$ cat config.mk
export PLATFORM = sky130hd
export DESIGN_NAME = icmp_ipv4_header_generator
export DESIGN_NICKNAME = d
export VERILOG_FILES = /design/src/hdl/ihg_pkg.sv /design/src/hdl/ihg_hdr_emit.sv /design/src/hdl/icmp_ipv4_header_generator.sv
export SDC_FILE = /design/constraint.sdc
export NUM_CORES = 1
export LEC_CHECK = 0
export ABC_AREA = 1
export BUFFER_PORTS_ARGS = -buffer_cell sky130_fd_sc_hd__clkbuf_2
export CAP_MARGIN = 40
export CELL_PAD_IN_SITES_DETAIL_PLACEMENT = 0
export CELL_PAD_IN_SITES_GLOBAL_PLACEMENT = 1
export CORE_MARGIN = 2
export CORE_UTILIZATION = 47
export DETAILED_ROUTE_END_ITERATION = 10
export PLACE_DENSITY = 0.84
export RECOVER_POWER = 100
export SLEW_MARGIN = 20
export SYNTH_ARGS = -nofsm -noshare
export SYNTH_HDL_FRONTEND = slang
export SYNTH_HIERARCHICAL = 1
export SYNTH_SLANG_ARGS = --single-unit
$ cat constraint.sdc
create_clock -name clk_i -period 10.6 [get_ports clk_i]
set_input_delay 1.06 -clock clk_i [delete_from_list [all_inputs] [get_ports clk_i]]
set_output_delay 1.06 -clock clk_i [all_outputs]
set_load 0.005 [all_outputs]
$ cat src/hdl/ihg_pkg.sv
// Shared types, constants and checksum helpers for the ICMP/IPv4 header generator.
package ihg_pkg;

  // Configuration register indexes
  localparam logic [2:0] CfgSrcAddr  = 3'd0;
  localparam logic [2:0] CfgDstAddr  = 3'd1;
  localparam logic [2:0] CfgMsgType  = 3'd2;
  localparam logic [2:0] CfgMsgCode  = 3'd3;
  localparam logic [2:0] CfgEchoId   = 3'd4;

  // ICMP types with special header handling
  localparam logic [7:0] IcmpEchoReply = 8'd0;
  localparam logic [7:0] IcmpEchoReq   = 8'd8;
  localparam logic [7:0] IcmpTsReq     = 8'd13;
  localparam logic [7:0] IcmpTsReply   = 8'd14;
  localparam logic [7:0] IcmpInfoReq   = 8'd15;
  localparam logic [7:0] IcmpInfoReply = 8'd16;

  // Fixed header fields
  localparam logic [15:0] IpVerIhlTos  = 16'h4500;
  localparam logic [15:0] IpTtlProto   = 16'hFF01;
  localparam logic [17:0] HdrLenShort  = 18'd28;
  localparam logic [17:0] HdrLenTstamp = 18'd40;
  localparam logic [16:0] LenMax       = 17'h1FFFF;
  localparam logic [3:0]  LastIdxShort = 4'd6;
  localparam logic [3:0]  LastIdxTs    = 4'd9;

  // Word indexes of the header sequence
  localparam logic [3:0] WordVerLen   = 4'd0;
  localparam logic [3:0] WordId       = 4'd1;
  localparam logic [3:0] WordTtl      = 4'd2;
  localparam logic [3:0] WordSrc      = 4'd3;
  localparam logic [3:0] WordDst      = 4'd4;
  localparam logic [3:0] WordIcmpType = 4'd5;
  localparam logic [3:0] WordIcmpId   = 4'd6;

  // One packet's worth of header parameters, captured on the last payload word
  typedef struct packed {
    logic [15:0] total_len;
    logic        len_err;
    logic [15:0] pkt_id;
    logic [15:0] psum;
    logic        tstamp;
    logic        seq;
  } job_t;

  // End-around carry fold of a sum no larger than 0x1FFFE
  function automatic logic [15:0] fold17(input logic [16:0] s);
    fold17 = s[15:0] + {15'b0, s[16]};
  endfunction

  // Byte swap of a 16-bit ones'-complement value
  function automatic logic [15:0] swap16(input logic [15:0] v);
    swap16 = {v[7:0], v[15:8]};
  endfunction

endpackage

$ cat src/hdl/ihg_hdr_emit.sv
// Header word sequencer: checksums, word select and output register.
module ihg_hdr_emit (
  input  logic               clk_i,
  input  logic               rst_ni,
  input  logic               job_valid_i,
  input  ihg_pkg::job_t      job_i,
  input  logic [31:0]        src_addr_i,
  input  logic [31:0]        dst_addr_i,
  input  logic [7:0]         msg_type_i,
  input  logic [7:0]         msg_code_i,
  input  logic [15:0]        echo_id_i,
  output logic               job_done_o,
  output logic               m_axis_tvalid_o,
  input  logic               m_axis_tready_i,
  output logic [31:0]        m_axis_tdata_o,  // header_word[31:0]
  output logic               m_axis_tlast_o,  // final_word
  output logic               m_axis_tuser_o   // length_error
);
  import ihg_pkg::*;

  logic [3:0]  idx_q, idx_d;
  logic [3:0]  last_idx;
  logic        out_load;
  logic [18:0] ip_sum_raw;
  logic [16:0] ip_sum_part;
  logic [15:0] ip_csum;
  logic [17:0] icmp_sum_raw;
  logic [16:0] icmp_sum_part;
  logic [15:0] icmp_csum;
  logic [15:0] seq_id;
  logic [15:0] seq_num;
  logic [31:0] word;
  logic        valid_q;
  logic [31:0] data_q;
  logic        last_q;
  logic        err_q;

  assign last_idx = job_i.tstamp ? LastIdxTs : LastIdxShort;
  assign out_load = job_valid_i && (!valid_q || m_axis_tready_i);
  assign job_done_o = out_load && (idx_q == last_idx);

  // IP header checksum over the eight nonzero fixed and variable halves
  assign ip_sum_raw = {3'b0, IpVerIhlTos} + {3'b0, job_i.total_len} + {3'b0, job_i.pkt_id}
                    + {3'b0, IpTtlProto} + {3'b0, src_addr_i[31:16]}
                    + {3'b0, src_addr_i[15:0]} + {3'b0, dst_addr_i[31:16]}
                    + {3'b0, dst_addr_i[15:0]};
  assign ip_sum_part = {1'b0, ip_sum_raw[15:0]} + {14'b0, ip_sum_raw[18:16]};
  assign ip_csum = ~fold17(ip_sum_part);

  // ICMP checksum: payload sum plus header, timestamp words are zero
  assign seq_id  = job_i.seq ? echo_id_i : 16'h0000;
  assign seq_num = job_i.seq ? job_i.pkt_id : 16'h0000;
  assign icmp_sum_raw = {2'b0, job_i.psum} + {2'b0, msg_type_i, msg_code_i}
                      + {2'b0, seq_id} + {2'b0, seq_num};
  assign icmp_sum_part = {1'b0, icmp_sum_raw[15:0]} + {15'b0, icmp_sum_raw[17:16]};
  assign icmp_csum = ~fold17(icmp_sum_part);

  // Select the word for the current position
  always_comb begin
    case (idx_q)
      WordVerLen:   word = {IpVerIhlTos, job_i.total_len};
      WordId:       word = {job_i.pkt_id, 16'h0000};
      WordTtl:      word = {IpTtlProto, ip_csum};
      WordSrc:      word = src_addr_i;
      WordDst:      word = dst_addr_i;
      WordIcmpType: word = {msg_type_i, msg_code_i, icmp_csum};
      WordIcmpId:   word = {seq_id, seq_num};
      default:      word = 32'h0000_0000;
    endcase
  end

  // Advance through the words of the active job
  always_comb begin
    idx_d = idx_q;
    if (out_load) begin
      idx_d = (idx_q == last_idx) ? 4'd0 : idx_q + 4'd1;
    end
  end

  // Hold the word until taken, load the next one as the slot frees
  always_ff @(posedge clk_i or negedge rst_ni) begin
    if (!rst_ni) begin
      idx_q   <= 4'd0;
      valid_q <= 1'b0;
    end else begin
      idx_q <= idx_d;
      if (out_load) begin
        valid_q <= 1'b1;
      end else if (m_axis_tready_i) begin
        valid_q <= 1'b0;
      end
    end
  end

  always_ff @(posedge clk_i) begin
    if (out_load) begin
      data_q <= word;
      last_q <= (idx_q == last_idx);
      err_q  <= job_i.len_err;
    end
  end

  assign m_axis_tvalid_o = valid_q;
  assign m_axis_tdata_o  = data_q;
  assign m_axis_tlast_o  = last_q;
  assign m_axis_tuser_o  = err_q;

  // Position never runs past the end of the active header
  assert property (@(posedge clk_i) disable iff (!rst_ni)
    job_valid_i |-> (idx_q <= last_idx))
    else $error("header word index past end of header");

  // Position returns to the start whenever no job is active
  assert property (@(posedge clk_i) disable iff (!rst_ni)
    !job_valid_i |-> (idx_q == 4'd0))
    else $error("header word index left mid-header without a job");

  // A stalled header word stays offered and unchanged
  assert property (@(posedge clk_i) disable iff (!rst_ni)
    (m_axis_tvalid_o && !m_axis_tready_i) |=> (m_axis_tvalid_o && $stable(m_axis_tdata_o)))
    else $error("stalled header word dropped or changed");

endmodule

$ cat src/hdl/icmp_ipv4_header_generator.sv
// Top level of the ICMP-over-IPv4 header generator.
// Usage:
//   Payload words enter on the s_axis channel, one 32-bit big-endian word per
//   request with its valid-byte count in tdata[34:32] and tlast on the final
//   word. The words are summed and counted but not forwarded; the payload
//   travels past this block on its own path.
//   On each last word the block emits the IPv4 header followed by the ICMP
//   header on the m_axis channel: 7 words, or 10 for timestamp types. tlast
//   marks the final header word, tuser flags a total length above 65535.
//   Payload words are taken one per cycle. Headers go out one word per cycle
//   through a two-deep job queue (active, pending), so payload of the next
//   packet keeps flowing while a header is sent; tready drops only while a
//   second finished packet waits behind the active one.
//   The last payload word is registered into the job queue, and from there the
//   first header word is loaded into the output register. Sustained rate is set
//   by the output port: one header word per cycle while the receiver is ready.
//   When the receiver stalls, the output word holds and the queue fills.
//   The cfg channel is always ready; registers are to be written only while idle, which the block does not enforce.
//   Reset clears the sums, the queue and the registers and sets the IP id to 1.
module icmp_ipv4_header_generator (
  input  logic        clk_i,
  input  logic        rst_ni,
  input  logic        cfg_valid_i,
  output logic        cfg_ready_o,
  input  logic [2:0]  cfg_index_i,
  input  logic [31:0] cfg_data_i,
  input  logic        s_axis_tvalid_i,
  output logic        s_axis_tready_o,
  input  logic [39:0] s_axis_tdata_i,  // payload_word[31:0], valid_bytes[34:32], zero fill
  input  logic        s_axis_tlast_i,  // end_of_payload
  output logic        m_axis_tvalid_o,
  input  logic        m_axis_tready_i,
  output logic [31:0] m_axis_tdata_o,  // header_word[31:0]
  output logic        m_axis_tlast_o,  // final_word
  output logic        m_axis_tuser_o   // length_error
);
  import ihg_pkg::*;

  logic [31:0] src_addr_q;
  logic [31:0] dst_addr_q;
  logic [7:0]  msg_type_q;
  logic [7:0]  msg_code_q;
  logic [15:0] echo_id_q;

  logic [15:0] psum_q, psum_d;
  logic [16:0] plen_q, plen_d;
  logic [15:0] pkt_id_q;

  logic        s_fire;
  logic        job_new;
  logic [2:0]  nv;
  logic [31:0] masked;
  logic [15:0] word_sum;
  logic [15:0] contrib;
  logic [17:0] len_sum;
  logic [17:0] total;
  logic        tstamp;
  logic        seq;
  job_t        job_in;

  logic        act_valid_q;
  job_t        act_q;
  logic        pend_valid_q;
  job_t        pend_q;
  logic        act_done;
  logic        act_free;

  assign cfg_ready_o     = 1'b1;
  assign s_axis_tready_o = !pend_valid_q;
  assign s_fire  = s_axis_tvalid_i && s_axis_tready_o;
  assign job_new = s_fire && s_axis_tlast_i;

  // Clamp the count and drop the bytes past it
  assign nv = (s_axis_tdata_i[34:32] > 3'd4) ? 3'd4 : s_axis_tdata_i[34:32];
  always_comb begin
    masked = s_axis_tdata_i[31:0];
    if (nv < 3'd4) masked[7:0]   = 8'h00;
    if (nv < 3'd3) masked[15:8]  = 8'h00;
    if (nv < 3'd2) masked[23:16] = 8'h00;
    if (nv < 3'd1) masked[31:24] = 8'h00;
  end

  // Sum the word; swap when it starts at an odd byte offset
  assign word_sum = fold17({1'b0, masked[31:16]} + {1'b0, masked[15:0]});
  assign contrib  = plen_q[0] ? swap16(word_sum) : word_sum;
  assign psum_d   = fold17({1'b0, psum_q} + {1'b0, contrib});

  // Count bytes, saturating
  assign len_sum = {1'b0, plen_q} + {15'b0, nv};
  assign plen_d  = (len_sum > {1'b0, LenMax}) ? LenMax : len_sum[16:0];

  // Build the header job for this packet
  assign tstamp = (msg_type_q == IcmpTsReq) || (msg_type_q == IcmpTsReply);
  assign seq    = tstamp || (msg_type_q == IcmpEchoReply) || (msg_type_q == IcmpEchoReq)
               || (msg_type_q == IcmpInfoReq) || (msg_type_q == IcmpInfoReply);
  assign total  = {1'b0, plen_d} + (tstamp ? HdrLenTstamp : HdrLenShort);
  always_comb begin
    job_in.total_len = total[15:0];
    job_in.len_err   = (total[17:16] != 2'b00);
    job_in.pkt_id    = pkt_id_q;
    job_in.psum      = psum_d;
    job_in.tstamp    = tstamp;
    job_in.seq       = seq;
  end

  // Configuration registers
  always_ff @(posedge clk_i or negedge rst_ni) begin
    if (!rst_ni) begin
      src_addr_q <= 32'h0;
      dst_addr_q <= 32'h0;
      msg_type_q <= 8'h0;
      msg_code_q <= 8'h0;
      echo_id_q  <= 16'h0;
    end else if (cfg_valid_i && cfg_ready_o) begin
      unique case (cfg_index_i)
        CfgSrcAddr: src_addr_q <= cfg_data_i;
        CfgDstAddr: dst_addr_q <= cfg_data_i;
        CfgMsgType: msg_type_q <= cfg_data_i[7:0];
        CfgMsgCode: msg_code_q <= cfg_data_i[7:0];
        CfgEchoId:  echo_id_q  <= cfg_data_i[15:0];
        default: ;
      endcase
    end
  end

  // Running sum, length and IP id; on the last word the sum and length clear and the id steps
  always_ff @(posedge clk_i or negedge rst_ni) begin
    if (!rst_ni) begin
      psum_q   <= 16'h0;
      plen_q   <= 17'h0;
      pkt_id_q <= 16'h1;
    end else if (s_fire) begin
      if (s_axis_tlast_i) begin
        psum_q   <= 16'h0;
        plen_q   <= 17'h0;
        pkt_id_q <= (pkt_id_q == 16'hFFFF) ? 16'h1 : pkt_id_q + 16'h1;
      end else begin
        psum_q <= psum_d;
        plen_q <= plen_d;
      end
    end
  end

  // Two-deep job queue feeding the header sequencer
  assign act_free = !act_valid_q || act_done;

  always_ff @(posedge clk_i or negedge rst_ni) begin
    if (!rst_ni) begin
      act_valid_q  <= 1'b0;
      pend_valid_q <= 1'b0;
    end else if (act_free) begin
      if (pend_valid_q) begin
        act_valid_q  <= 1'b1;
        pend_valid_q <= job_new;
      end else begin
        act_valid_q  <= job_new;
        pend_valid_q <= 1'b0;
      end
    end else if (job_new) begin
      pend_valid_q <= 1'b1;
    end
  end

  always_ff @(posedge clk_i) begin
    if (act_free) begin
      if (pend_valid_q) begin
        act_q <= pend_q;
        if (job_new) pend_q <= job_in;
      end else if (job_new) begin
        act_q <= job_in;
      end
    end else if (job_new) begin
      pend_q <= job_in;
    end
  end

  ihg_hdr_emit u_emit (
    .clk_i           (clk_i),
    .rst_ni          (rst_ni),
    .job_valid_i     (act_valid_q),
    .job_i           (act_q),
    .src_addr_i      (src_addr_q),
    .dst_addr_i      (dst_addr_q),
    .msg_type_i      (msg_type_q),
    .msg_code_i      (msg_code_q),
    .echo_id_i       (echo_id_q),
    .job_done_o      (act_done),
    .m_axis_tvalid_o (m_axis_tvalid_o),
    .m_axis_tready_i (m_axis_tready_i),
    .m_axis_tdata_o  (m_axis_tdata_o),
    .m_axis_tlast_o  (m_axis_tlast_o),
    .m_axis_tuser_o  (m_axis_tuser_o)
  );

  // A pending job never sits behind an empty active slot
  assert property (@(posedge clk_i) disable iff (!rst_ni)
    pend_valid_q |-> act_valid_q)
    else $error("pending header job without an active one");

  // A last payload word always leaves a header job queued
  assert property (@(posedge clk_i) disable iff (!rst_ni)
    job_new |=> act_valid_q)
    else $error("last payload word produced no header job");

  // The IP id skips zero
  assert property (@(posedge clk_i) disable iff (!rst_ni)
    pkt_id_q != 16'h0)
    else $error("IP id reached zero");

endmodule

Yosys cells after proc, flatten, opt, wreduce, memory -nomap -nowiden
Index checks and enable logic that the tools add are counted.
{"block": "totals", "output_inout_bits": 37, "word_cells": 130, "reg_bits": 288, "inputBits": 81}
{"block": "classes", "n_reduce_logical": 28, "n_lt_le_gt_ge": 6, "mux": 27, "n_bitwise": 2, "addsub": 22, "eq_ne": 18}
{"cell": "$mux W51", "n": 5}
{"cell": "$pmux W32 S7", "n": 1}
{"cell": "$add A19 B16 Y19", "n": 5}
{"cell": "$mux W16", "n": 5}
{"cell": "$add A16 B1 Y16", "n": 4}
{"cell": "$add A16 B16 Y17", "n": 3}
{"cell": "$add A18 B16 Y18", "n": 2}
{"cell": "$mux W17", "n": 2}
{"cell": "$eq A8 B4 Y1 const B", "n": 4}
{"cell": "$mux W8", "n": 4}
{"cell": "$not A16 Y16", "n": 2}
{"cell": "$add A19 B16 Y19 const B", "n": 1}
{"cell": "$add A17 B3 Y18", "n": 1}
{"cell": "$add A17 B6 Y18", "n": 1}
{"cell": "$gt A18 B17 Y1 const B", "n": 1}
{"cell": "$add A15 B16 Y17 const A", "n": 1}
{"cell": "$add A16 B2 Y17", "n": 1}
{"cell": "$add A16 B3 Y17", "n": 1}
{"cell": "$add A16 B1 Y16 const B", "n": 1}
{"cell": "$eq A16 B16 Y1 const B", "n": 1}
{"cell": "$reduce_and A2 Y1", "n": 7}
{"cell": "$eq A4 B3 Y1 const B", "n": 3}
{"cell": "$eq A4 B2 Y1 const B", "n": 2}
{"cell": "$eq A8 B5 Y1 const B", "n": 1}
{"cell": "22 further kinds", "n": 44}

Longest topological paths before layout
Gate-level depths: netlist (run 1).
{"block": "depth", "ltp_word": 12, "mapped_depth": 57, "mapped_depth_nobuf": 57}

Cells and area by module
Netlist (run 1), hierarchy kept.
{"module": "icmp_ipv4_header_generator", "seq_area_each_um2": 6742.7, "instances": 1, "area_per_inst_um2": 13895.8, "cells_each": 1730}
{"module": "ihg_hdr_emit", "seq_area_each_um2": 1146.1, "instances": 1, "area_per_inst_um2": 9221.3, "cells_each": 1319}

Worst setup path after synthesis (run 1)
Ideal clock, no wire load.
{"block": "synth_path", "kind": "reg-to-reg", "from": "register act_q[19] (netlist bit)", "to": "register u_emit.data_q[14] (netlist: u_emit/m_axis_tdata_o[14]), data pin", "t_arrival_ns": 7.664, "setup_slack_ns": 2.671, "setup_ns": 0.265, "synth_period_minus_slack_ns": 7.929, "path_stages_with_launch": 49, "required_time_ns": 10.335, "n_path_buf": 0, "cell_sequence": "edfxtp_1 ha_1 ha_1 inv_1 fa_1 inv_1 a31oi_1 o21ai_0 a21oi_1 o21bai_1 xnor2_1 fa_1 fa_1 fa_1 inv_1 ha_1 nand2_1 inv_1 [... 13 more ...] nor2_2 nand3_2 nor2_2 nand4_1 nor2_1 ha_1 ha_1 nand3_1 nor3_2 nand2_1 nor2_2 nand2_2 nor2_4 nand3_2 nor2_2 nand3_1 nand3_1 nand3_1"}
{"block": "synth_via", "elab_chain_cells": 10, "elab_cells_between_ends": 15, "cone_classes": "add/sub (11); mux (2); bitwise (2)"}
{"element": "from (decl)", "line_no": "icmp_ipv4_header_generator.sv:62", "text": "job_t act_q;"}
{"element": "from (signal assigned)", "line_no": "icmp_ipv4_header_generator.sv:167", "text": "act_q <= pend_q;"}
{"element": "from (signal assigned)", "line_no": "icmp_ipv4_header_generator.sv:170", "text": "act_q <= job_in;"}
{"element": "$add A19 B16 Y19", "line_no": "ihg_hdr_emit.sv:43", "text": "assign ip_sum_raw = {3'b0, IpVerIhlTos} + {3'b0, job_i.total_len} + {3'b0, job_i.pkt_id}"}
{"element": "$add A19 B16 Y19 (2 in series)", "line_no": "ihg_hdr_emit.sv:44", "text": "+ {3'b0, IpTtlProto} + {3'b0, src_addr_i[31:16]}"}
{"element": "$add A19 B16 Y19 (2 in series)", "line_no": "ihg_hdr_emit.sv:45", "text": "+ {3'b0, src_addr_i[15:0]} + {3'b0, dst_addr_i[31:16]}"}
{"element": "$add A19 B16 Y19", "line_no": "ihg_hdr_emit.sv:46", "text": "+ {3'b0, dst_addr_i[15:0]};"}
{"element": "$add A16 B3 Y17", "line_no": "ihg_hdr_emit.sv:47", "text": "assign ip_sum_part = {1'b0, ip_sum_raw[15:0]} + {14'b0, ip_sum_raw[18:16]};"}
{"element": "$add A16 B1 Y16", "line_no": "ihg_pkg.sv:49", "text": "fold17 = s[15:0] + {15'b0, s[16]};"}
{"element": "$not A16 Y16", "line_no": "ihg_hdr_emit.sv:48", "text": "assign ip_csum = ~fold17(ip_sum_part);"}
{"element": "$pmux W32 S7 (*)", "line_no": "ihg_hdr_emit.sv:60", "text": "case (idx_q)"}
{"element": "named net u_emit.word[14]", "line_no": "ihg_hdr_emit.sv:32", "text": "logic [31:0] word;"}
{"element": "to (signal assigned)", "line_no": "ihg_hdr_emit.sv:97", "text": "data_q <= word;"}
{"element": "to (decl)", "line_no": "ihg_hdr_emit.sv:34", "text": "logic [31:0] data_q;"}
The timed path passes the listed nets; every way through them passes the cells marked *.
A chain may end at the register's enable or synchronous reset.

Final worst setup path (run 1)
Ends and elaborated chain as after synthesis.

==> impl_metrics.env, run 1 <==
export IMPL_status="finished, violations left"
export IMPL_violations="capacitance limit, slew limit"
export IMPL_yosysSeqAreaShare_pct=34.13
export IMPL_clk_pin_slew_worst_paths_ps=70
export IMPL_finalClockSkew_ps=21.83
export IMPL_cts_root_buf="clkbuf_16"
export IMPL_via_per_inst=5.277
export IMPL_grt_ovfl_total=0
export IMPL_ys_types=59
export IMPL_fp_dieArea_um2=50970
export IMPL_ys_warn_count=6
export IMPL_multi_input_area_um2=12760
export IMPL_crit_fanout=5
export IMPL_regArea_um2=7889
export IMPL_cts_hold_buffers=0
export IMPL_synth_edf_count=136
export IMPL_nFillCells=4835
export IMPL_dieHeight_um=225.8
export IMPL_finalSetupViolations=0
export IMPL_arrival_ps=9860
export IMPL_dp_hpwl_mm=55.09
export IMPL_drcViolationCount=0
export IMPL_core_um2=48750
export IMPL_crit_buf_inv=4
export IMPL_mappedNetlistNets=3355
export IMPL_antenna_left=0
export IMPL_crit_type="register to register"
export IMPL_cts_max_level=1
export IMPL_num_nets_final=3463
export IMPL_max_stage_delay_ps=550
export IMPL_crit_family="adder cells"
export IMPL_gp_congestion=0.9303
export IMPL_maxSlewViolCount=443
export IMPL_cts_resized=0
export IMPL_dr_pass1_iters=7
export IMPL_diodes=0
export IMPL_die_x_um=225.8
export IMPL_wl_per_cell_um=17.80
export IMPL_ys_ff_latch=288
export IMPL_area_delta_synth_final_pct=9.050
export IMPL_grt_max_degree=65
export IMPL_hold_violations=0
export IMPL_clock_sinks=288
export IMPL_cp_required_ps=10920
export IMPL_antenna_found_initial=1
export IMPL_port_buffers=111
export IMPL_std_cell_rows=81
export IMPL_ios=118
export IMPL_finalSetupTns_ps=0
export IMPL_cts_tree="yes"
export IMPL_cts_buffers=31
export IMPL_grtUsageTotal_pct=27.04
export IMPL_start_util_pct=47.42
export IMPL_syn_inst=3049
export IMPL_wl_mm=68.47
export IMPL_rsz0062_at_grt="false"
export IMPL_cpMaxStageDelayCell="fa_1"
export IMPL_cts_setup_buffers=0
export IMPL_cap_viol_max_count=10
export IMPL_synthArstFlopShare_pct=52.78
export IMPL_syn_area_um2=23120
export IMPL_first_global_vias=19619
export IMPL_final_min_clock_period_ps=9544
export IMPL_fin_crit_sh_pct=90.04
export IMPL_clockBufferDepth=3
export IMPL_slew_limit_headroom_pct=-139.4
export IMPL_grt_pass1_wl_mm=106.1
export IMPL_worstSetupStartpointType="register"
export IMPL_synth_flop_cell="dfrtp_1"
export IMPL_clock_latency_ps=600
export IMPL_tightest_slew_ps=3591
export IMPL_synth_avg_cell_area_um2=7.582
export IMPL_crit_path_end_kind="register"
export IMPL_vias=20296
export IMPL_hold_path_class="register to register"
export IMPL_fmax_mhz=104.8
export IMPL_first_iter_violations=1517
export IMPL_drive_above_1_share_pct=8.925
[final timing paths]
| kind | from | to | slack [ps] | cells past startpoint |
|---|---|---|---|---|
| max in group asynchronous | rst_ni | src_addr_q[31]$_DFFE_PN0P_ | 3030 | 4 |
| min in group asynchronous | rst_ni | u_emit/m_axis_tvalid_o$_DFFE_PN0P_ | 1130 | 1 |
| worst min-delay path | act_q[34]$_DFFE_PP_ | u_emit/m_axis_tuser_o$_DFFE_PP_ | 410 | 0 |
| worst max-delay path | act_q[19]$_DFFE_PP_ | u_emit/m_axis_tdata_o[14]$_DFFE_PP_ | 1060 | 48 |
| worst max register to register | act_q[19]$_DFFE_PP_ | u_emit/m_axis_tdata_o[14]$_DFFE_PP_ | 1060 | 48 |
| worst min register to register | act_q[34]$_DFFE_PP_ | u_emit/m_axis_tuser_o$_DFFE_PP_ | 410 | 0 |
[cells in the mapped netlist, types with 3 or more instances]
cell type,count,area [µm²]
nand4_1,49,306.5
fa_1,86,1722
ha_1,139,1739
a21oi_1,63,315.3
o22ai_1,23,143.9
nand2_1,911,3420
xnor2_1,11,96.34
and2_1,12,75.07
o21bai_1,6,45.04
o211ai_1,5,37.54
nor3_2,7,70.07
clkinv_1,4,15.01
a221oi_1,24,210.2
xor2_1,37,324.1
a31oi_1,9,56.30
buf_6,3,33.78
buf_4,4,30.03
inv_2,22,82.58
nor3_1,16,80.08
nand3_1,204,1021
a22oi_1,7,52.55
nand2_4,14,157.7
o21ai_0,186,930.9
a21oi_2,4,35.03
and3_1,3,18.77
nand3b_1,10,75.07
edfxtp_1,136,4084
inv_1,512,1922
nand3_2,21,210.2
nor2_1,190,713.2
dfrtp_1,151,3779
nand2_2,38,237.7
xor2_2,10,162.7
o2111ai_1,6,52.55
a211oi_1,3,22.52
nor2_4,18,202.7
o21ai_1,7,35.03
buf_2,3,15.01
clkbuf_1,43,161.4
nor2_2,23,143.9
inv_4,4,25.02
[through the flow]
step	hold slack (ps)	utilization, %	area, µm²	instances	worst slack (ps)
CTS	382.6	52.35	25520	3843	1316
global route	423.8	51.71	25210	3846	268.6
detailed placement	416.2	50.17	24460	3785	1378
floorplan	400.3	-	23120	3049	2671
global placement	406.6	49.98	24370	3780	1522
finish	408.1	51.71	25210	3846	1056
[metal layers]
metal | wire length (µm) | vias up | GRT usage (%)
met5 | 0 | - | 0
met4 | 3177 | 0 | 11.32
met3 | 3829 | 152 | 3.214
met2 | 33600 | 643 | 48.09
met1 | 27860 | 9549 | 33.13
li1 | - | 9952 | -
[state kept, by name, indices dropped and copies added, names as in the netlist]
register and cells:
plen_q 17, u_emit/m_axis_tdata_o 32, u_emit/m_axis_tuser_o 1, u_emit/idx_q 4, pend_valid_q 1, msg_type_q 8, msg_code_q 8, u_emit/m_axis_tvalid_o 1
act_q 51, pkt_id_q 16, u_emit/m_axis_tlast_o 1, dst_addr_q 32, src_addr_q 32, act_valid_q 1, pend_q 51, echo_id_q 16
psum_q 16
[cells by family (layout without fill, tap and decap cells)]
family	after synthesis	in the layout	synth area share (%)
buffers and inverters	599	732	10.00
DFF	288	288	34.13
and+or+nand+nor	1527	1527	29.70
other	1	1	0.01622
xor gates and xnor gates	58	58	2.522
AOI/OAI and AO/OA	351	351	8.665
adders and majority gates	225	225	14.97
[layout make-up]
cell class,count,area share (%)
clock buffers,35,3.261
clock inverters,23,0.9629
inverters,543,8.125
multi-input cells,2162,50.62
flip-flops and latches,288,31.29
well taps,664,3.296
repair buffers,131,2.447
[cell usage in the layout, fill, tap and decap left out, drive strengths merged, types with 5 or more instances in the layout]
cell type,instances
a21oi,67
a221oi,24
a22oi,7
a31oi,9
and2,14
buf,7
clkbuf,159
clkinv,11
clkinvlp,9
dfrtp,151
edfxtp,136
fa,86
ha,139
inv,544
nand2,964
nand3,226
nand3b,10
nand4,49
nor2,233
nor3,23
o2111ai,6
o211ai,5
o21ai,194
o21bai,6
o22ai,23
xnor2,11
xor2,47
Power of run 1 is not shown: default switching activity piles up to over one toggle a cycle in this logic, so the estimate is an artifact.
==> run 2: changes to the inputs <==
Settings changed: CELL_PAD_IN_SITES_DETAIL_PLACEMENT 0 to 1, CELL_PAD_IN_SITES_GLOBAL_PLACEMENT 1 to 2, CORE_UTILIZATION 47 to 37, PLACE_DENSITY 0.84 to 0.83.
==> run 2 against run 1 <==
Against the previous run: the flow still finishes with violations (capacitance limit, slew limit); register-to-register slack gained 30 ps; sequential share of layout area shrank 0.35 points; clock skew shrank 5.2 ps; fmax grew 0.33%; final cell count grew 4.6%; critical path depth grew 3.
==> impl_metrics.env, run 2 (same netlist as run 1, synthesis figures left out) <==
export IMPL_wl_met2_mm=38.35
export IMPL_hold_violations=0
export IMPL_port_buffers=111
export IMPL_drcViolationCount=0
export IMPL_post_route_util_pct=41.32
export IMPL_cts_root_buf="clkbuf_16"
export IMPL_diodes=0
export IMPL_worstHoldEndpoint="u_emit/m_axis_tuser_o$_DFFE_PP_"
export IMPL_dieHeight_um=254.0
export IMPL_crit_type="register to register"
export IMPL_num_nets_final=3464
export IMPL_reg_largest_list="act_q: 51 flops, pend_q: 51 flops"
export IMPL_violations="capacitance limit, slew limit"
export IMPL_arrival_ps=9800
export IMPL_cts_setup_buffers=0
export IMPL_clock_sinks=288
export IMPL_crit_top_cell="nand2_1"
export IMPL_clockBufferDepth=3
export IMPL_wl_mm=77.89
export IMPL_grt_max_degree=77
export IMPL_dpl_cell_area_um2=24660
export IMPL_cpMaxStageDelayCell="fa_1"
export IMPL_maxSlewViolCount=504
export IMPL_r2r_start="act_q[19]$_DFFE_PP_"
export IMPL_drive_above_1_share_pct=8.731
export IMPL_die_x_um=254.0
export IMPL_fp_dieArea_um2=64490
export IMPL_via_per_inst=5.111
export IMPL_first_global_vias=21623
export IMPL_clk_pin_slew_worst_paths_ps=60
export IMPL_cts_tree="yes"
export IMPL_finalSetupViolations=0
export IMPL_final_min_clock_period_ps=9513
export IMPL_area_delta_synth_final_pct=10.30
export IMPL_dr_wl_met3_mm=2.948
export IMPL_fmax_mhz=105.1
export IMPL_status="finished, violations left"
export IMPL_slew_limit_headroom_pct=-101.1
export IMPL_reg2reg_slack_ps=1090
export IMPL_finalSetupTns_ps=0
export IMPL_final_common_cell="nand2_1"
export IMPL_cts_max_level=2
export IMPL_vias=20552
export IMPL_wl_per_cell_um=19.37
export IMPL_antenna_left=0
export IMPL_hold_path_class="register to register"
export IMPL_cts_resized=0
export IMPL_rsz0062_at_grt="false"
export IMPL_first_iter_violations=1064
export IMPL_top_layer_used="met4"
export IMPL_std_cell_rows=91
export IMPL_crit_fanout=5
export IMPL_min_path_cells=0
export IMPL_dp_hpwl_mm=63.44
export IMPL_stdcell_area_um2=25500
export IMPL_grtUsageTotal_pct=24.70
export IMPL_cap_viol_max_count=10
export IMPL_hold_start="act_q[34]$_DFFE_PP_"
export IMPL_dr_pass1_iters=5
export IMPL_finalClockSkew_ps=16.66
export IMPL_tightest_slew_ps=3016
export IMPL_start_util_pct=37.46
export IMPL_gp_congestion=0.9240
export IMPL_reg2reg_depth=51
export IMPL_worstSetupStartpointType="register"
export IMPL_core_um2=61710
export IMPL_cts_hold_buffers=0
export IMPL_cp_required_ps=10890
export IMPL_cts_buffers=34
export IMPL_final_cell_mix="nand2_1 (920), inv_1 (512), nand3_1 (208), nor2_1 (200), o21ai_0 (191)"
export IMPL_grt_ovfl_total=0
export IMPL_clock_latency_ps=570
export IMPL_antenna_found_initial=0
export IMPL_crit_path_end_kind="register"
export IMPL_max_stage_delay_ps=550
export IMPL_r2r_end="u_emit/m_axis_tdata_o[13]$_DFFE_PP_"
export IMPL_wl_met1_mm=32.83
export IMPL_ios=118
export IMPL_fin_crit_sh_pct=89.74
export IMPL_grt_pass1_wl_mm=122.0
==> run 2: changes by cell type in the layout (fill, tap and decap cells not counted), sizes merged <==
cell	delta
clkbuf	+7
inv	-7
clkinv	+5
clkinvlp	-4
bufinv	+1
==> run 2: final cells by class <==
class                           count  area [µm²]
Fill cell                        7760       36210
Multi-Input combinational cell   2162       12760
Sequential cell                   288        7890
Inverter                          543        2048
Tap cell                          837        1047
Clock buffer                       44       929.6
Timing Repair Buffer              129       605.6
Clock inverter                     18       221.5
==> run 2: per-layer routing <==
metal	GRT usage (%)	vias up
li1	-	9972
met3	2.991	148
met4	10.89	0
met5	0	-
met1	30.16	10015
met2	43.61	417
==> run 2: worst max path at each step <==
stage / from / end / slack, ps / cells after the start
global route: act_q[24]$_DFFE_PP_ / u_emit/m_axis_tdata_o[13]$_DFFE_PP_ / 130 / 52
detailed placement: act_q[19]$_DFFE_PP_ / u_emit/m_axis_tdata_o[9]$_DFFE_PP_ / 1180 / 47
global placement: act_q[19]$_DFFE_PP_ / u_emit/m_axis_tdata_o[9]$_DFFE_PP_ / 1380 / 47
finish: act_q[19]$_DFFE_PP_ / u_emit/m_axis_tdata_o[13]$_DFFE_PP_ / 1090 / 51
floorplan: act_q[19]$_DFFE_PP_ / u_emit/m_axis_tdata_o[14]$_DFFE_PP_ / 2670 / 48
CTS: act_q[19]$_DFFE_PP_ / u_emit/m_axis_tdata_o[9]$_DFFE_PP_ / 1180 / 47
==> run 2: through the flow <==
stage | cells | setup WS (ps) | hold slack, ps
after CTS | 4020 | 1175 | 408.1
after global routing | 4021 | 131.1 | 432.8
final | 4021 | 1087 | 426.5
after detailed placement | 3958 | 1181 | 418.0
after global placement | 3955 | 1381 | 414.3
after floorplan | 3049 | 2671 | 400.3
==> run 2: critical path, delay by kind of cell (launching register included) <==
family,cells,cell delay (ps)
flip-flops,1,490
AO/OA/AOI/OAI,7,1590
buffers and inverters,5,280
AND/OR/NAND/NOR,28,3240
XOR/XNOR,2,440
adder cells (fa/ha/maj),9,3190
Power of run 2 is left out for the same reason.
==> run 3: changes to the inputs <==
Settings changed: MAX_ROUTING_LAYER from default to met4, PLACE_DENSITY 0.83 to 0.85.
==> run 3 against run 2 <==
Against the previous run: the flow still finishes with violations (capacitance limit, slew limit); clock-buffer cell count up 1; global-route usage up 0.94 points; sequential share of layout area down 0.072 points; non-clock buffer count up 3; via count up 0.94%; hold slack better by 3.7 ps; wire length up 1.7%; clock skew down 1.3 ps; critical path type unchanged; core utilization up 0.089 points; fmax down 1.3%.
==> impl_metrics.env, run 3 (same netlist as run 1, synthesis figures left out) <==
export IMPL_wl_mm=79.22
export IMPL_fin_crit_sh_pct=90.94
export IMPL_num_nets_final=3468
export IMPL_vias=20746
export IMPL_cts_tree="yes"
export IMPL_antenna_found_initial=0
export IMPL_clk_pin_slew_worst_paths_ps=70
export IMPL_arrival_ps=9930
export IMPL_cap_viol_max_count=11
export IMPL_dr_pass1_iters=7
export IMPL_finalClockSkew_ps=15.37
export IMPL_fp_dieArea_um2=64490
export IMPL_violations="capacitance limit, slew limit"
export IMPL_cp_required_ps=10890
export IMPL_tightest_slew_ps=3504
export IMPL_hold_start="act_q[34]$_DFFE_PP_"
export IMPL_drcViolationCount=0
export IMPL_gp_congestion=0.9658
export IMPL_max_stage_delay_ps=540
export IMPL_worst_slack_ps=960.3
export IMPL_crit_path_end_kind="register"
export IMPL_r2r_start="act_q[19]$_DFFE_PP_"
export IMPL_finalSetupTns_ps=0
export IMPL_area_delta_synth_final_pct=10.54
export IMPL_cts_buffers=35
export IMPL_grt_ovfl_total=0
export IMPL_dp_hpwl_mm=64.58
export IMPL_hold_path_class="register to register"
export IMPL_diodes=0
export IMPL_cts_setup_buffers=0
export IMPL_clock_latency_ps=550
export IMPL_final_min_clock_period_ps=9640
export IMPL_grtUsageTotal_pct=25.63
export IMPL_crit_type="register to register"
export IMPL_fmax_mhz=103.7
export IMPL_clock_sinks=288
export IMPL_start_util_pct=37.46
export IMPL_stdcell_area_um2=25550
export IMPL_dpl_cell_area_um2=24710
export IMPL_reg2reg_slack_ps=960
export IMPL_cpMaxStageDelayCell="fa_1"
export IMPL_reg_largest_list="act_q: 51 flops, pend_q: 51 flops"
export IMPL_crit_fanout=5
export IMPL_cts_resized=0
export IMPL_worstHoldEndpoint="u_emit/m_axis_tuser_o$_DFFE_PP_"
export IMPL_hold_violations=0
export IMPL_cts_hold_buffers=0
export IMPL_r2r_end="u_emit/m_axis_tdata_o[14]$_DFFE_PP_"
export IMPL_antenna_left=0
export IMPL_final_cell_mix="nand2_1 (920), inv_1 (511), nand3_1 (207), nor2_1 (197), o21ai_0 (191)"
export IMPL_reg2reg_depth=48
export IMPL_worstSetupStartpointType="register"
export IMPL_ios=118
export IMPL_grt_pass1_wl_mm=123.0
export IMPL_final_common_cell="nand2_1"
export IMPL_dp_slack_ps=1084
export IMPL_min_path_cells=0
export IMPL_drive_above_1_share_pct=9.031
export IMPL_dieHeight_um=254.0
export IMPL_clockBufferDepth=3
export IMPL_cts_max_level=2
export IMPL_wl_per_cell_um=19.68
export IMPL_first_iter_violations=1144
export IMPL_grt_max_degree=65
export IMPL_slew_limit_headroom_pct=-133.6
export IMPL_status="finished, violations left"
export IMPL_rsz0062_at_grt="false"
export IMPL_die_x_um=254.0
export IMPL_std_cell_rows=91
export IMPL_via_per_inst=5.153
export IMPL_maxSlewViolCount=493
export IMPL_cts_root_buf="clkbuf_16"
export IMPL_port_buffers=111
export IMPL_finalSetupViolations=0
export IMPL_first_global_vias=21896
export IMPL_core_um2=61710
## run 3: changes by cell type in the layout (fill, tap and decap cells not counted), sizes merged
| cell | before | now |
|---|---|---|
| clkbuf | 166 | 169 |
| buf | 7 | 8 |
| clkinvlp | 5 | 3 |
| inv | 537 | 540 |
## run 3: how the worst max path moves through the flow
| stage | from | end | slack, ps | cells past startpoint |
|---|---|---|---|---|
| after floorplan | act_q[19]$_DFFE_PP_ | u_emit/m_axis_tdata_o[14]$_DFFE_PP_ | 2670 | 48 |
| after global placement | act_q[24]$_DFFE_PP_ | u_emit/m_axis_tdata_o[15]$_DFFE_PP_ | 1310 | 52 |
| after detailed placement | act_q[19]$_DFFE_PP_ | u_emit/m_axis_tdata_o[15]$_DFFE_PP_ | 1080 | 51 |
| after CTS | act_q[19]$_DFFE_PP_ | u_emit/m_axis_tdata_o[15]$_DFFE_PP_ | 1060 | 51 |
| after global routing | act_q[19]$_DFFE_PP_ | u_emit/m_axis_tdata_o[14]$_DFFE_PP_ | 140 | 48 |
| final | act_q[19]$_DFFE_PP_ | u_emit/m_axis_tdata_o[14]$_DFFE_PP_ | 960 | 48 |
## run 3: worst max-delay path: cells and delay by family, from the launching register on
kind	cells	cell delay, ps
XOR/XNOR	2	440
AO/OA/AOI/OAI	7	1660
buffers and inverters	4	230
adder cells (fa/ha/maj)	10	3440
flip-flops	1	510
AND/OR/NAND/NOR	25	3090
## run 3: layout make-up
| type | count | area [µm²] |
|---|---|---|
| Multi-Input combinational cell | 2162 | 12770 |
| Clock inverter | 19 | 202.7 |
| Sequential cell | 288 | 7889 |
| Timing Repair Buffer | 132 | 640.6 |
| Clock buffer | 45 | 955.9 |
| Tap cell | 837 | 1047 |
| Fill cell | 7771 | 36160 |
| Inverter | 543 | 2048 |
## run 3: layer usage
layer  wire length [µm]  global-route usage, %  vias up
met5                  0                      -        -
met4               3125                  9.613        0
met3               2985                  2.499      142
met2              40470                  45.67      464
met1              32630                  29.83    10172
li1                   -                      -     9968
## run 3: stage by stage
stage,hold WS (ps),util [%],instances
4_1_cts,408.4,41.92,4025
2_1_floorplan,400.3,-,3049
6_report,430.3,41.41,4026
5_1_grt,440.4,41.41,4026
3_3_place_gp,405.6,39.85,3954
3_5_place_dp,433.0,40.04,3961
Power of run 3 is left out for the same reason.
